--- src/rtl/core/rxd_pkg.sv ---
// Shared types and constants for the rolling XOR packet decryptor.
package rxd_pkg;

  localparam int BYTE_W    = 8;
  localparam int LEN_W     = 16;
  localparam int KEY_W     = 32;
  localparam int LANE_W    = 2;
  localparam int HDR_W     = 2;
  localparam int WORD_LANES = KEY_W / BYTE_W;

  // Default trailer length, legal range 0 to 4.
  localparam int TRAILER_BYTES_DEF = 2;

  // First byte value that selects the long header.
  localparam logic [BYTE_W-1:0] HDR_LONG_MARK = 8'h00;
  localparam logic [HDR_W-1:0]  HDR_SHORT     = 2'd1;
  localparam logic [HDR_W-1:0]  HDR_LONG      = 2'd2;
  localparam logic [LANE_W-1:0] LAST_LANE     = 2'd3;

  typedef struct packed {
    logic [BYTE_W-1:0] data_byte;
    logic              is_first;
    logic [LEN_W-1:0]  packet_length;
  } in_item_t;

  typedef struct packed {
    logic [BYTE_W-1:0] out_byte;
    logic              is_last;
  } out_item_t;

endpackage

--- src/rtl/core/rxd_if.sv ---
// Valid/ready channel interfaces for raw and decrypted byte items.
interface rxd_in_if;
  logic                       valid;
  logic                       ready;
  logic [rxd_pkg::BYTE_W-1:0] data_byte;
  logic                       is_first;
  logic [rxd_pkg::LEN_W-1:0]  packet_length;

  modport source (output valid, output data_byte, output is_first, output packet_length,
                  input ready);
  modport sink (input valid, input data_byte, input is_first, input packet_length,
                output ready);
endinterface

interface rxd_out_if;
  logic                       valid;
  logic                       ready;
  logic [rxd_pkg::BYTE_W-1:0] out_byte;
  logic                       is_last;

  modport source (output valid, output out_byte, output is_last, input ready);
  modport sink (input valid, input out_byte, input is_last, output ready);
endinterface

--- src/rtl/core/rxd_in_stage.sv ---
// Input register: holds one raw item until the decrypt step consumes it.
module rxd_in_stage (
  input  logic              clk,
  input  logic              rst,
  input  logic              in_valid,
  input  rxd_pkg::in_item_t in_item,
  output logic              in_ready,
  input  logic              advance,
  output logic              s1_valid,
  output rxd_pkg::in_item_t s1_item
);

  assign in_ready = !s1_valid || advance;

  always_ff @(posedge clk) begin
    if (rst) begin
      s1_valid <= 1'b0;
    end else if (in_valid && in_ready) begin
      s1_valid <= 1'b1;
    end else if (advance) begin
      s1_valid <= 1'b0;
    end
  end

  always_ff @(posedge clk) begin
    if (in_valid && in_ready) begin
      s1_item <= in_item;
    end
  end

endmodule

--- src/rtl/core/rxd_decrypt.sv ---
// Per-packet state, seed register and the rolling XOR byte step.
module rxd_decrypt #(
  parameter int TRAILER_BYTES = rxd_pkg::TRAILER_BYTES_DEF
) (
  input  logic                       clk,
  input  logic                       rst,
  input  logic                       cfg_we,
  input  logic [rxd_pkg::KEY_W-1:0]  cfg_wdata,
  input  rxd_pkg::in_item_t          s1_item,
  input  logic                       advance,
  output rxd_pkg::out_item_t         result
);

  localparam int LW = rxd_pkg::LEN_W + 1;
  localparam logic [LW-1:0] TRL = LW'(TRAILER_BYTES);

  logic [rxd_pkg::KEY_W-1:0] key_seed;
  logic [rxd_pkg::KEY_W-1:0] running_key, running_key_next;
  logic [rxd_pkg::KEY_W-1:0] word_gather, word_gather_next;
  logic [rxd_pkg::LEN_W-1:0] byte_position, byte_position_next;
  logic [rxd_pkg::LEN_W-1:0] length_held;
  logic [rxd_pkg::HDR_W-1:0] header_size;

  // Effective state: a first byte restarts the packet.
  logic [rxd_pkg::LEN_W-1:0] pos_e, len_e;
  logic [rxd_pkg::HDR_W-1:0] hs_e;
  logic [rxd_pkg::KEY_W-1:0] key_e, gather_e, gather_upd;
  logic [LW-1:0] pos17, len17, hs17, hs_trl, pay_len, pay_end, full_bytes, q;
  logic has_pay, in_pay, in_full;
  logic [rxd_pkg::LANE_W-1:0] lane;
  logic [rxd_pkg::BYTE_W-1:0] key_byte;

  always_comb begin
    if (s1_item.is_first) begin
      len_e    = s1_item.packet_length;
      hs_e     = (s1_item.data_byte == rxd_pkg::HDR_LONG_MARK) ? rxd_pkg::HDR_LONG
                                                                : rxd_pkg::HDR_SHORT;
      key_e    = key_seed;
      gather_e = '0;
      pos_e    = '0;
    end else begin
      len_e    = length_held;
      hs_e     = header_size;
      key_e    = running_key;
      gather_e = word_gather;
      pos_e    = byte_position;
    end
  end

  always_comb begin
    pos17      = {1'b0, pos_e};
    len17      = {1'b0, len_e};
    hs17       = LW'(hs_e);
    hs_trl     = hs17 + TRL;
    has_pay    = len17 > hs_trl;
    pay_len    = len17 - hs_trl;
    pay_end    = len17 - TRL;
    full_bytes = {pay_len[LW-1:rxd_pkg::LANE_W], {rxd_pkg::LANE_W{1'b0}}};
    q          = pos17 - hs17;
    in_pay     = has_pay && (pos17 >= hs17) && (pos17 < pay_end);
    in_full    = in_pay && (q < full_bytes);
    lane       = q[rxd_pkg::LANE_W-1:0];
    key_byte   = rxd_pkg::BYTE_W'(key_e >> {lane, 3'b000});
  end

  // Replace the active lane of the gathered ciphertext word.
  always_comb begin
    for (int i = 0; i < rxd_pkg::WORD_LANES; i++) begin
      if (lane == rxd_pkg::LANE_W'(i)) begin
        gather_upd[i*rxd_pkg::BYTE_W +: rxd_pkg::BYTE_W] = s1_item.data_byte;
      end else begin
        gather_upd[i*rxd_pkg::BYTE_W +: rxd_pkg::BYTE_W] =
          gather_e[i*rxd_pkg::BYTE_W +: rxd_pkg::BYTE_W];
      end
    end
  end

  always_comb begin
    result.is_last = (pos17 + LW'(1)) == len17;
    if (in_full) begin
      result.out_byte = s1_item.data_byte ^ key_byte;
    end else if (in_pay) begin
      result.out_byte = s1_item.data_byte ^ key_e[rxd_pkg::BYTE_W-1:0];
    end else begin
      result.out_byte = s1_item.data_byte;
    end
    word_gather_next   = in_full ? gather_upd : gather_e;
    running_key_next   = (in_full && lane == rxd_pkg::LAST_LANE) ? gather_upd : key_e;
    byte_position_next = (&pos_e) ? pos_e : pos_e + rxd_pkg::LEN_W'(1);
  end

  always_ff @(posedge clk) begin
    if (rst) begin
      key_seed <= '0;
    end else if (cfg_we) begin
      key_seed <= cfg_wdata;
    end
  end

  always_ff @(posedge clk) begin
    if (rst) begin
      running_key   <= '0;
      word_gather   <= '0;
      byte_position <= '0;
      length_held   <= '0;
      header_size   <= rxd_pkg::HDR_SHORT;
    end else if (advance) begin
      running_key   <= running_key_next;
      word_gather   <= word_gather_next;
      byte_position <= byte_position_next;
      length_held   <= len_e;
      header_size   <= hs_e;
    end
  end

endmodule

--- src/rtl/core/rxd_out_stage.sv ---
// Result register: holds a decrypted item until the sink takes it.
module rxd_out_stage (
  input  logic               clk,
  input  logic               rst,
  input  logic               s1_valid,
  input  rxd_pkg::out_item_t result,
  output logic               advance,
  output logic               out_valid,
  output rxd_pkg::out_item_t out_item,
  input  logic               out_ready
);

  assign advance = s1_valid && (!out_valid || out_ready);

  always_ff @(posedge clk) begin
    if (rst) begin
      out_valid <= 1'b0;
    end else if (advance) begin
      out_valid <= 1'b1;
    end else if (out_ready) begin
      out_valid <= 1'b0;
    end
  end

  always_ff @(posedge clk) begin
    if (advance) begin
      out_item <= result;
    end
  end

endmodule

--- src/rtl/core/rolling_xor_packet_decrypt.sv ---
// Top level: rolling XOR packet decryptor, one byte item per cycle while the sink is ready.
// An accepted item passes through the input register, then the result register.
// Throughput: 1 item per cycle while the sink is ready; the key chain is a single register update
// in the decrypt step, so back-to-back items never wait on each other.
// Reset (rst, synchronous): pipeline empty, seed 0, key/gather/position/length 0,
// header size 1; bytes before any first byte pass through with is_last 0.
module rolling_xor_packet_decrypt #(
  parameter int TRAILER_BYTES = rxd_pkg::TRAILER_BYTES_DEF
) (
  input  logic                      clk,
  input  logic                      rst,
  rxd_in_if.sink                    cipher,
  rxd_out_if.source                 clear,
  input  logic                      cfg_we,
  input  logic [rxd_pkg::KEY_W-1:0] cfg_wdata
);

  rxd_pkg::in_item_t  in_item;
  rxd_pkg::in_item_t  s1_item;
  rxd_pkg::out_item_t result;
  rxd_pkg::out_item_t out_item;
  logic               s1_valid;
  logic               advance;
  logic               in_ready;
  logic               out_valid;

  // Pack the raw channel into an item.
  assign in_item.data_byte     = cipher.data_byte;
  assign in_item.is_first      = cipher.is_first;
  assign in_item.packet_length = cipher.packet_length;
  assign cipher.ready          = in_ready;

  // Stage 1: raw item register. Ready depends only on whether it is empty or drains.
  rxd_in_stage u_in (
    .clk      (clk),
    .rst      (rst),
    .in_valid (cipher.valid),
    .in_item  (in_item),
    .in_ready (in_ready),
    .advance  (advance),
    .s1_valid (s1_valid),
    .s1_item  (s1_item)
  );

  // Byte step: header/trailer pass-through, payload XOR, key roll per word.
  rxd_decrypt #(
    .TRAILER_BYTES (TRAILER_BYTES)
  ) u_dec (
    .clk       (clk),
    .rst       (rst),
    .cfg_we    (cfg_we),
    .cfg_wdata (cfg_wdata),
    .s1_item   (s1_item),
    .advance   (advance),
    .result    (result)
  );

  // Stage 2: result register; advance fires whenever an item is held and it is free or draining.
  rxd_out_stage u_out (
    .clk       (clk),
    .rst       (rst),
    .s1_valid  (s1_valid),
    .result    (result),
    .advance   (advance),
    .out_valid (out_valid),
    .out_item  (out_item),
    .out_ready (clear.ready)
  );

  assign clear.valid    = out_valid;
  assign clear.out_byte = out_item.out_byte;
  assign clear.is_last  = out_item.is_last;

  // An accepted item always lands in the input register.
  a_accept_loads: assert property (@(posedge clk) disable iff (rst)
    cipher.valid && in_ready |=> s1_valid)
    else $error("accepted item lost at input register");

  // An empty input register never back-pressures the source.
  a_empty_ready: assert property (@(posedge clk) disable iff (rst)
    !s1_valid |-> in_ready)
    else $error("input stalled while empty");

  // A held item moves on whenever the result register is free.
  a_no_bubble: assert property (@(posedge clk) disable iff (rst)
    s1_valid && !out_valid |-> advance)
    else $error("item stuck with free result register");

  // Every step produces a result on the following cycle.
  a_step_result: assert property (@(posedge clk) disable iff (rst)
    advance |=> out_valid)
    else $error("step did not produce a result");

endmodule

--- src/flat_wrapper.sv ---
// flat-port wrapper written by rule: the top's interface ports become plain ports
module rolling_xor_packet_decrypt_flat 
#(
  parameter int TRAILER_BYTES = rxd_pkg::TRAILER_BYTES_DEF
)
  (clk, rst, cfg_we, cfg_wdata, cipher_valid, cipher_data_byte, cipher_is_first, cipher_packet_length, cipher_ready, clear_valid, clear_out_byte, clear_is_last, clear_ready);
  rxd_in_if cipher_i ();
  rxd_out_if clear_i ();
  input  logic clk;
  input  logic rst;
  input  logic cfg_we;
  input  logic [rxd_pkg::KEY_W-1:0] cfg_wdata;
  input wire logic [$bits(cipher_i.valid)-1:0] cipher_valid;
  input wire logic [$bits(cipher_i.data_byte)-1:0] cipher_data_byte;
  input wire logic [$bits(cipher_i.is_first)-1:0] cipher_is_first;
  input wire logic [$bits(cipher_i.packet_length)-1:0] cipher_packet_length;
  output wire logic [$bits(cipher_i.ready)-1:0] cipher_ready;
  output wire logic [$bits(clear_i.valid)-1:0] clear_valid;
  output wire logic [$bits(clear_i.out_byte)-1:0] clear_out_byte;
  output wire logic [$bits(clear_i.is_last)-1:0] clear_is_last;
  input wire logic [$bits(clear_i.ready)-1:0] clear_ready;
  assign cipher_i.valid = cipher_valid;
  assign cipher_i.data_byte = cipher_data_byte;
  assign cipher_i.is_first = cipher_is_first;
  assign cipher_i.packet_length = cipher_packet_length;
  assign cipher_ready = cipher_i.ready;
  assign clear_valid = clear_i.valid;
  assign clear_out_byte = clear_i.out_byte;
  assign clear_is_last = clear_i.is_last;
  assign clear_i.ready = clear_ready;
  rolling_xor_packet_decrypt #(.TRAILER_BYTES(TRAILER_BYTES)) u_core (.clk(clk), .rst(rst), .cipher(cipher_i), .clear(clear_i), .cfg_we(cfg_we), .cfg_wdata(cfg_wdata));
endmodule
--- config.mk ---
export PLATFORM = sky130hd
export DESIGN_NAME = rolling_xor_packet_decrypt_flat
export DESIGN_NICKNAME = d
export VERILOG_FILES = /design/src/rtl/core/rxd_pkg.sv /design/src/rtl/core/rxd_if.sv /design/src/rtl/core/rxd_in_stage.sv /design/src/rtl/core/rxd_decrypt.sv /design/src/rtl/core/rxd_out_stage.sv /design/src/rtl/core/rolling_xor_packet_decrypt.sv /design/src/flat_wrapper.sv
export SDC_FILE = /design/constraint.sdc
export NUM_CORES = 1
export LEC_CHECK = 0
export ABC_AREA = 1
export BUFFER_PORTS_ARGS = -buffer_cell sky130_fd_sc_hd__buf_4
export CAP_MARGIN = 10
export CORE_MARGIN = 3
export CORE_UTILIZATION = 30
export CTS_CLUSTER_DIAMETER = 50
export CTS_CLUSTER_SIZE = 20
export DETAILED_ROUTE_END_ITERATION = 12
export GPL_TIMING_DRIVEN = 0
export HOLD_SLACK_MARGIN = 0.05
export MAX_ROUTING_LAYER = met4
export SYNTH_ARGS = -nofsm -noshare
export SYNTH_HDL_FRONTEND = slang
export SYNTH_SLANG_ARGS = --single-unit
--- constraint.sdc ---
create_clock -name clk -period 4.8 [get_ports clk]
set_clock_uncertainty 0.2 [all_clocks]
set_input_delay 0 -clock clk [delete_from_list [all_inputs] [get_ports clk]]
set_output_delay 0 -clock clk [all_outputs]
set_load 0.05 [all_outputs]
# Yosys cells after proc, flatten, opt, wreduce, memory -nomap -nowiden
# Index checks and enable logic that the tools add are counted.
dict set report classes {
  n_lt_le_gt_ge 4
  addsub 6
  reduce_logical 15
  n_mux 19
  eq_ne 4
  n_bitwise 2
  shift 1
}
# op n
set op_table {}
lappend op_table {{$mux 32} 4}
lappend op_table {{$mux 16} 3}
lappend op_table {{$mux 8} 6}
lappend op_table {{$shr 32x5->8} 1}
lappend op_table {{$add 16x1->17 const B} 1}
lappend op_table {{$eq 17x16->1} 1}
lappend op_table {{$lt 16x17->1} 1}
lappend op_table {{$lt 17x17->1} 1}
lappend op_table {{$sub 16x2->17} 1}
lappend op_table {{$sub 16x2->17 const B} 1}
lappend op_table {{$sub 16x3->17} 1}
lappend op_table {{$add 16x1->16 const B} 1}
lappend op_table {{$ge 16x2->1} 1}
lappend op_table {{$gt 16x3->1} 1}
lappend op_table {{$reduce_and 16->1} 1}
lappend op_table {{$xor 8x8->8} 2}
lappend op_table {{$logic_not 8->1} 1}
lappend op_table {{$logic_and 1x1->1} 6}
lappend op_table {{$eq 2x2->1 const B} 2}
lappend op_table {{$mux 1} 4}
lappend op_table {{$mux 2} 2}
lappend op_table {{$reduce_bool 2->1} 2}
lappend op_table {{$add 2x2->3 const B} 1}
lappend op_table {{$eq 2x1->1 const B} 1}
lappend op_table {{3 further kinds} 5}
dict set report totals {
  out_inout_bits 11
  input_bits 62
  regBits 166
  elab_cells 64
}

# Depth between registers and ports, before layout
# Gate-level depths: netlist of run 1.
dict set report depth {
  word_depth 10
  depth_mapped 29
}

# Modules after synthesis
# A second synthesis of run 1 with hierarchy kept.
dict set report unflattened {
  hier_cells 1358
  hier_area_um2 9646.8
}
# module n_inst cells_each area_per_inst_um2
set modules_own_cells {}
lappend modules_own_cells {rxd_decrypt 1 1312 8530.7}
lappend modules_own_cells {rxd_in_stage 1 31 798.3}
lappend modules_own_cells {rxd_out_stage 1 15 317.8}

# Worst setup path after synthesis of run 1
# No wires, ideal clock.
dict set report synth_path {
  kind {register to register}
  start {register u_core.u_in.s1_item[16] (netlist name)}
  end {register u_core.u_out.out_item[1] (netlist name)}
  path_stages_with_launch 29
  t_required_ns 4.346
  n_path_buf 5
  setup_slack_ns -0.387
  t_arrival_ns 4.733
  cell_sequence {edfxtp_1 buf_2 buf_2 clkbuf_1 clkbuf_1 o21ai_0 o21ai_0 inv_1 ha_1 inv_1 nor2_1 o21ai_0 nand2_1 nor2_1 nand2_1 nor2_1 nand2_1 xor2_1 ha_1 nand2_1 o21ai_0 nand4_1 o211ai_1 a21oi_1 clkbuf_1 nor2_1 o21ai_1 xor2_1 inv_1}
}

==> results of run 1 <==
[worst max path at each step]
stage | depth (start not counted) | slack (ps) | endpoint | start
after CTS | 27 | 5 | u_core.u_out.out_item[3] | u_core.u_in.s1_item[16]
after global placement | 28 | -1530 | u_core.u_out.out_item[5] | u_core.u_in.s1_item[16]
after detailed placement | 28 | -1560 | u_core.u_out.out_item[5] | u_core.u_in.s1_item[16]
after floorplan | 28 | 20 | u_core.u_out.out_item[1] | u_core.u_in.s1_item[16]
final | 23 | 200 | u_core.u_out.out_item[1] | u_core.u_in.s1_item[16]
after global routing | 22 | -20 | u_core.u_out.out_item[1] | u_core.u_in.s1_item[20]
[power by group through the flow]
stage / clock, W / sequential (W) / combinational [W]
global placement: 0 / 0.00151 / 0.000862
global route: 0.00146 / 0.00149 / 0.00118
finish: 0.00139 / 0.00148 / 0.00107
floorplan: 0 / 0.00151 / 0.000585
detailed placement: 0 / 0.00151 / 0.000873
CTS: 0.00141 / 0.00148 / 0.000997
[per-layer routing]
| metal | GRT usage | part of all wire |
|---|---|---|
| met1 | 0.274 | 0.45 |
| met2 | 0.312 | 0.45 |
| met3 | 0.0297 | 0.066 |
| met4 | 0.0765 | 0.028 |
| met5 | - | 0 |
[final cells by class]
class	instances	area, um2
multi-input combinational	1006	5470
inverter	96	368
clock inverter	15	166
timing repair buffer	224	2020
buffer	79	402
fill	3049	18000
sequential	158	3500
clock buffer	17	425
tap	396	495
[metrics by stage]
stage	setup WS, ps	power, W	utilization	area (um2)
4_1_cts	4.70	0.00389	0.406	12500
2_1_floorplan	20.0	0.00210	-	9500
3_5_place_dp	-1560	0.00238	0.341	10500
5_1_grt	-16.0	0.00413	0.417	12800
3_3_place_gp	-1530	0.00237	0.341	10500
6_report	201	0.00394	0.417	12800
[kinds of logic after synthesis]
logic type	Yosys count	share of synthesized area
flip-flops	158	0.370
AND/OR/NAND/NOR	638	0.284
XOR/XNOR	58	0.0536
AO/OA/AOI/OAI	240	0.135
adder cells (fa/ha/maj)	38	0.0510
buffers and inverters	178	0.0734
multiplexers	32	0.0338
[worst max-delay path, delay by kind of cell (launching register included)]
kind,cells,cell delay [ps]
compound gates,4,660
xor+xnor,2,460
simple gates,11,1470
buf+inv,5,800
flops,1,470
fa+ha+maj,1,290
[registers in the layout (all words and copies together) (netlist names)]
signal / cells
u_core.u_dec.key_seed: 32
u_core.u_dec.running_key: 32
u_core.u_in.s1_item: 25
u_core.u_dec.word_gather: 24
u_core.u_dec.byte_position: 16
u_core.u_dec.length_held: 16
u_core.u_out.out_item: 9
u_core.u_dec.header_size: 2
u_core.u_in.s1_valid: 1
u_core.u_out.out_valid: 1
[repair_timing]
item | 4_1_cts | 5_1_grt
resized for setup | 30 | 53
endpoints found under the hold margin | 76 | 0
endpoints found under the setup margin | 64 | 64
setup buffers | 6 | 20
hold buffers | 126 | 0
cloned | 0 | 1
pin swaps | 4 | 14
[layout by cell type (no fill, tap or decap), drive strengths merged, types with 9 or more instances in the layout]
cell type      n
a21oi        106
buf          119
clkbuf        75
clkinv        10
dfxtp        124
dlygate4sd3  126
edfxtp        34
ha            37
inv           98
mux2i         32
nand2        308
nand3         72
nand4         42
nor2         176
nor3          21
o21ai        110
o22ai          9
or2           13
xor2          54
==> reports/metrics.cfg, run 1 <==
[sta]
finalCriticalPeriod_ps=4600
finalSetupViolations=0
slew_headroom=0.218
fin_setup_tns_ps=0
maxSlewViolCount=0
hold_viol=0
worstMarginPinSlew_ps=1170
holdWs_ps=79.6
max_freq_mhz=217
finalCritPeriodShare=0.958

[clock_network]
root_buffer=clkbuf_16
clk_latency_ps=440
numClockSinks=158
cts_tree=yes
clkTransAtPathRegs_ps=60
clk_path_buf_depth=2
cts_made_buffers=17
htreeDepth=4

[hold_path]
hp-start=cipher_data_byte[4]
worst_hold_path.endpoint=u_core.u_in.s1_item[21]
hold_depth=2
hold_path_class=in -> reg

[drt]
drt_first_iter_violations=980
first_pass_iters=6
wl_per_cell_um=16.9
wl_mm=33.7
drc=0
routed_via_density=5.07
dr_total_vias=10100
ant_nets=0

[placed_design]
routabilityCongestion=0.972
hpwl_mm=24.2
place_inst=1809
io_buffer_count=71

[die]
core_area_um2=30800
die-width_um=184
die-area_um2=33800
die_y_um=184
ios=73
row_count=64
start_util=0.307

[logic_synthesis]
synth_nets=1442
ys_types=41
ys.flop_type=dfxtp_1
synth_largest_area_cell=dfxtp_1
synth_edf_count=34
syn_inst=1342
synth_warnings=0
ys_seq_area_frac=0.370
syn-cell-area_um2=9480
ys_ff_latch=158
synth_top_area_share=0.262
synthArstFlopShare=0
synth_area_leaders=dfxtp_1 26%, nand2_1 12%, edfxtp_1 11%
avgSynthCellArea_um2=7.06
synth.most_common_cell=nand2_1
yosys-top-cells-count=305 x nand2_1, 172 x nor2_1, 124 x dfxtp_1

[worst_setup_path]
reg2reg_slack_ps=200
cp.required_ps=4780
max_stage_delay_ps=470
worstPathMaxFanout=10
critical_path.endpoint_type=flip-flop
crit_chain=buf_4, buf_4, clkbuf_4, o21ai_4, nor3_4, nand2_1, nor2_2, xor2_1, ha_1, a21o_1, nor2_1, nand3_1, nand2_1, nand2_1, nand2_1, nand2_1, nand2_1, nand2_1, a21oi_4, clkbuf_4, o21ai_1, xor2_1, inv_1
timing.rr.start=u_core.u_in.s1_item[16]
cp_slowest_cell=edfxtp_1
crit_arrival_ps=4580
path_class=reg -> reg
critPathLaunchType=flip-flop
crit_top_cell=nand2_1
ff2ff_path_depth=23
regToRegEndpoint=u_core.u_out.out_item[1]

[power_and_ir_drop]
switching_power_w=0.00128
peakVddDrop_mv=0.222
internal_power_w=0.00266
leakage_nw=5.67
swShare=0.324
p_per_area_nw_per_um2=307
pwr-share-comb=0.272
pwr-share-clk=0.352
sequentialPowerShare=0.377

[grt]
grt_pass1_wl_mm=52.3
grt_pass1_vias=9537
antenna_found_initial=1
grt_max_degree=26
overflow=0
track_usage=0.204

[status]
outcome=finished clean

[final_layout]
layout.nets=1682
n_antenna_cell=0
drive_gt1_frac=0.134
stdcell_count=1991
areaGrowthSynthToFinish_pct=35.6

[job]
maxCapViolCount=0

Note: power is estimated with default switching activity, not from simulation.
==> run 2, diff against run 1 <==
SYNTH_HIERARCHICAL = 1   (was default)
==> reports/metrics.cfg, run 2 <==
[power_and_ir_drop]
p_total_w=0.00414
leakage_nw=5.91
p_per_area_nw_per_um2=312
peakVddDrop_mv=0.241

[logic_synthesis]
synthArstFlopShare=0
syn-cell-area_um2=9650
synth_top_area_share=0.257
avgSynthCellArea_um2=7.10
ys_ff_latch=158
ys.flop_type=dfxtp_1
synth.most_common_cell=nand2_1
synth_nets=1458
synth_edf_count=34
syn_inst=1358
synth_warnings=6
synth_largest_area_cell=dfxtp_1
ys_seq_area_frac=0.363
yosys-top-cells-count=313 x nand2_1, 162 x nor2_1, 124 x dfxtp_1
ys_types=46
synth_area_leaders=dfxtp_1 26%, nand2_1 12%, edfxtp_1 11%

[final_layout]
final_cell_mix=307 x nand2_1, 156 x nor2_1, 124 x dfxtp_1
layout.nets=1704
areaGrowthSynthToFinish_pct=37.8
fill_cells=3156
reg.largest.list=u_core/u_dec/key_seed: 32 flops, u_core/u_dec/running_key: 32 flops, u_core/u_in/s1_item: 25 flops
final_common_cell=nand2_1
regArea_um2=3500
drive_gt1_frac=0.166
n_antenna_cell=0
multiInputGateArea_um2=5750
finalInstanceArea_um2=13300

[worst_setup_path]
critPathLaunchType=flip-flop
ff2ff_path_depth=27
crit_arrival_ps=4600
path_class=reg -> reg
worstPathMaxFanout=6
critical_path.endpoint_type=flip-flop
cp.required_ps=4800

[sta]
worstMarginPinSlew_ps=1140
rsz0062_at_grt=yes
holdWs_ps=76.7
finalCritPeriodShare=0.957
max_freq_mhz=218
finalSetupViolations=0
maxSlewViolCount=0
hold_viol=0
slew_headroom=0.240
finalCriticalPeriod_ps=4590
fin_ws_ps=209

[drt]
wl_mm=32.5
dr_total_vias=10100
first_pass_iters=5
wl_per_cell_um=16.1
drt_first_iter_violations=767
routed_via_density=5.00
drc=0
ant_nets=0

[grt]
antenna_found_initial=1
track_usage=0.190
grt_pass1_vias=9270
grt_max_degree=29
overflow=0
grt_pass1_wl_mm=49.7

[die]
die-width_um=185
ios=73
row_count=65
start_util=0.305
die_y_um=185
core_area_um2=31600
die-area_um2=34300

[placed_design]
dpl_cell_area_um2=10700
dp_worst_setup_slack_ps=-1470
hpwl_mm=23.7
routabilityCongestion=0.937
io_buffer_count=72

[clock_network]
clkTransAtPathRegs_ps=80
cts_made_buffers=17
clk_path_buf_depth=2
clk_latency_ps=440
root_buffer=clkbuf_16
htreeDepth=4
cts_tree=yes
numClockSinks=158

[hold_path]
hold_path_class=in -> reg
hold_depth=3

[job]
maxCapViolCount=0

[status]
outcome=finished clean

run 2: critical path, stage by stage, from the launching register on:
cell and delay, ps:
edfxtp_1 430, inv_1 100, nand4_1 150, nor3_4 270, nor2_1 100, a21oi_2 170
ha_1 280, inv_2 70, nor2_2 30, o21ai_2 170, inv_2 60, nor2_4 110
nand2_4 130, nor3_4 250, nand2_1 120, xor2_1 160, ha_1 310, nand2_2 100
o21ai_2 60, a41oi_2 200, nand2_4 130, inv_8 110, clkbuf_16 150, o31ai_4 60
o21ai_2 100, nand2_1 110, xor2_1 150, inv_1 50
run 2: per-stage QoR:
stage               std cells   util  TNS (ps)
detailed placement       1833  0.339    -72240
CTS                      1999  0.405     -1.18
global placement         1832  0.338    -70150
floorplan                1358      -         0
global route             2019  0.420      -448
finish                   2019  0.420         0
run 2: report_power, final:
| part | internal [W] | leakage [nW] | switching, W | total [W] |
|---|---|---|---|---|
| clock network | 0.000823 | 0.305 | 0.000631 | 0.00145 |
| logic | 0.000480 | 4.27 | 0.000725 | 0.00120 |
| registers | 0.00144 | 1.34 | 0.0000434 | 0.00148 |
run 2: worst paths after layout:
check	startpoint	to	slack [ps]
min	clear_ready	u_core/u_out/out_item[1]	80
max	u_core/u_in/s1_item[21]	u_core/u_out/out_item[2]	210
max reg2reg	u_core/u_in/s1_item[21]	u_core/u_out/out_item[2]	210
min reg2reg	u_core/u_dec/running_key[19]	u_core/u_dec/running_key[19]	260
run 2: repair_timing:
action	in CTS	in global routing
gates cloned	0	2
hold buffers	123	0
setup endpoints to repair	64	64
pin swaps	10	42
resized for setup	41	91
setup buffers	14	19
hold endpoints to repair	75	0
run 2: layer usage:
layer	global-route usage	vias to the layer above	part of all wire
met5	-	-	0
met4	0.0609	0	0.020
met3	0.0287	40	0.060
met2	0.292	296	0.46
met1	0.259	4743	0.46
li1	-	5014	-
run 2: area by class of cell:
| cell class | count | area share |
|---|---|---|
| Clock buffer | 19 | 0.0342 |
| Buffer | 77 | 0.0325 |
| Multi-Input combinational cell | 1015 | 0.433 |
| Clock inverter | 13 | 0.0128 |
| Timing Repair Buffer | 231 | 0.156 |
| Sequential cell | 158 | 0.264 |
| Tap cell | 402 | 0.0378 |
| Inverter | 104 | 0.0299 |
run 2: kinds of logic (layout without fill, tap and decap cells):
logic type,Yosys count,count (layout),share of synthesized area
XOR/XNOR,57,57,0.0518
buffers and inverters,185,444,0.0789
flip-flops,158,158,0.363
AND/OR/NAND/NOR,648,648,0.289
AO/OA/AOI/OAI,240,240,0.134
adder cells (fa/ha/maj),38,38,0.0501
multiplexers,32,32,0.0332
==> run 3, diff against run 2 <==
RECOVER_POWER = 50   (was default)
==> reports/metrics.cfg, run 3 (synthesis results as in run 2) <==
[hold_path]
hp-start=clear_ready
hold_depth=3
hold_path_class=in -> reg

[worst_setup_path]
startpoint=u_core/u_in/s1_item[22]
cp_top_family=simple AND/OR/NAND/NOR gates
ff2ff_path_depth=27
cp_num_buf_inv=6
timing.rr.start=u_core/u_in/s1_item[22]
path_class=reg -> reg
worstPathMaxFanout=6
critical_path_depth=27
max_stage_delay_ps=450
critical_path.endpoint_type=flip-flop
cp.required_ps=4800
cp_slowest_cell=edfxtp_1
critPathLaunchType=flip-flop
crit_arrival_ps=4600

[power_and_ir_drop]
leakage_nw=5.85
swShare=0.339
switching_power_w=0.00140
pwr-share-comb=0.289
sequentialPowerShare=0.359
internal_power_w=0.00273
pwr-share-clk=0.352
peakVddDrop_mv=0.241
p_per_area_nw_per_um2=313

[clock_network]
htreeDepth=4
clk_latency_ps=440
numClockSinks=158
cts_made_buffers=17
root_buffer=clkbuf_16
clkTransAtPathRegs_ps=80
clk_path_buf_depth=2
cts_tree=yes

[drt]
first_pass_iters=5
dr_total_vias=10100
drc=0
ant_nets=0
wl_per_cell_um=16.1
drt_first_iter_violations=793
routed_via_density=4.99
wl_mm=32.5

[placed_design]
routabilityCongestion=0.937
place_inst=1833
hpwl_mm=23.7
io_buffer_count=72

[sta]
rsz0062_at_grt=yes
finalSetupViolations=0
maxSlewViolCount=0
finalCriticalPeriod_ps=4600
finalCritPeriodShare=0.958
worstMarginPinSlew_ps=1130
holdWs_ps=70.9
fin_setup_tns_ps=0
slew_headroom=0.249
max_freq_mhz=217
hold_viol=0

[final_layout]
final_common_cell=nand2_1
fill_cells=3170
areaGrowthSynthToFinish_pct=36.9
reg.largest.list=u_core/u_dec/key_seed: 32 flops, u_core/u_dec/running_key: 32 flops, u_core/u_in/s1_item: 25 flops
n_antenna_cell=0
drive_gt1_frac=0.157
layout.nets=1704
final_cell_mix=308 x nand2_1, 156 x nor2_1, 124 x dfxtp_1
stdcell_count=2019
multiInputGateArea_um2=5740
regArea_um2=3500

[grt]
antenna_found_initial=1
track_usage=0.190
grt_pass1_wl_mm=49.7
grt_pass1_vias=9270
grt_max_degree=29
overflow=0

[die]
die-area_um2=34300
die-width_um=185
core_area_um2=31600
row_count=65
die_y_um=185
start_util=0.305
ios=73

[job]
maxCapViolCount=0

[status]
outcome=finished clean

==> run 3: cell type report <==
class | count | area share
multi-input combinational | 1015 | 0.434
clock inverter | 13 | 0.0129
buffer | 77 | 0.0327
sequential | 158 | 0.265
tap | 402 | 0.0381
timing repair buffer | 231 | 0.152
clock buffer | 19 | 0.0344
inverter | 104 | 0.0301
==> run 3: final timing paths <==
kind                                                endpoint  slack, ps
worst max-delay path                u_core/u_out/out_item[4]        200
worst min-delay path                u_core/u_out/out_item[1]         70
worst max register to register      u_core/u_out/out_item[4]        200
worst min register to register  u_core/u_dec/running_key[19]        260
==> run 3: routing by layer <==
metal | vias to the layer above | GRT usage | part of all wire
met5 | - | - | 0
met4 | 0 | 0.0609 | 0.020
met3 | 36 | 0.0287 | 0.058
met2 | 278 | 0.292 | 0.46
met1 | 4737 | 0.259 | 0.46
li1 | 5022 | - | -
==> run 3: tightest hold or removal path, stage by stage <==
cell,delay (ps)
buf_4,110
inv_2,50
a21oi_1,310
==> run 3: through the flow <==
step	power (W)	setup slack, ps	area (um2)	utilization
CTS	0.00403	-1.18	12800	0.405
finish	0.00413	199	13200	0.418
global route	0.00434	-53.9	13200	0.418
detailed placement	0.00245	-1470	10700	0.339
floorplan	0.00215	59.3	9650	-
global placement	0.00243	-1450	10700	0.338
==> run 3: what timing repair did <==
| action | in CTS | in global routing |
|---|---|---|
| hold endpoints to repair | 75 | 0 |
| pin swaps | 10 | 42 |
| setup buffers | 14 | 19 |
| gates cloned | 0 | 2 |
| hold buffers | 123 | 0 |
| setup endpoints to repair | 64 | 64 |
| resized for setup | 41 | 91 |
==> run 3: power by group through the flow <==
stage               Sequential (W)  Combinational (W)  Clock [W]
floorplan                  0.00152           0.000630          0
global route               0.00149            0.00131    0.00154
global placement           0.00152           0.000913          0
detailed placement         0.00152           0.000928          0
CTS                        0.00148            0.00107    0.00148
finish                     0.00148            0.00119    0.00146
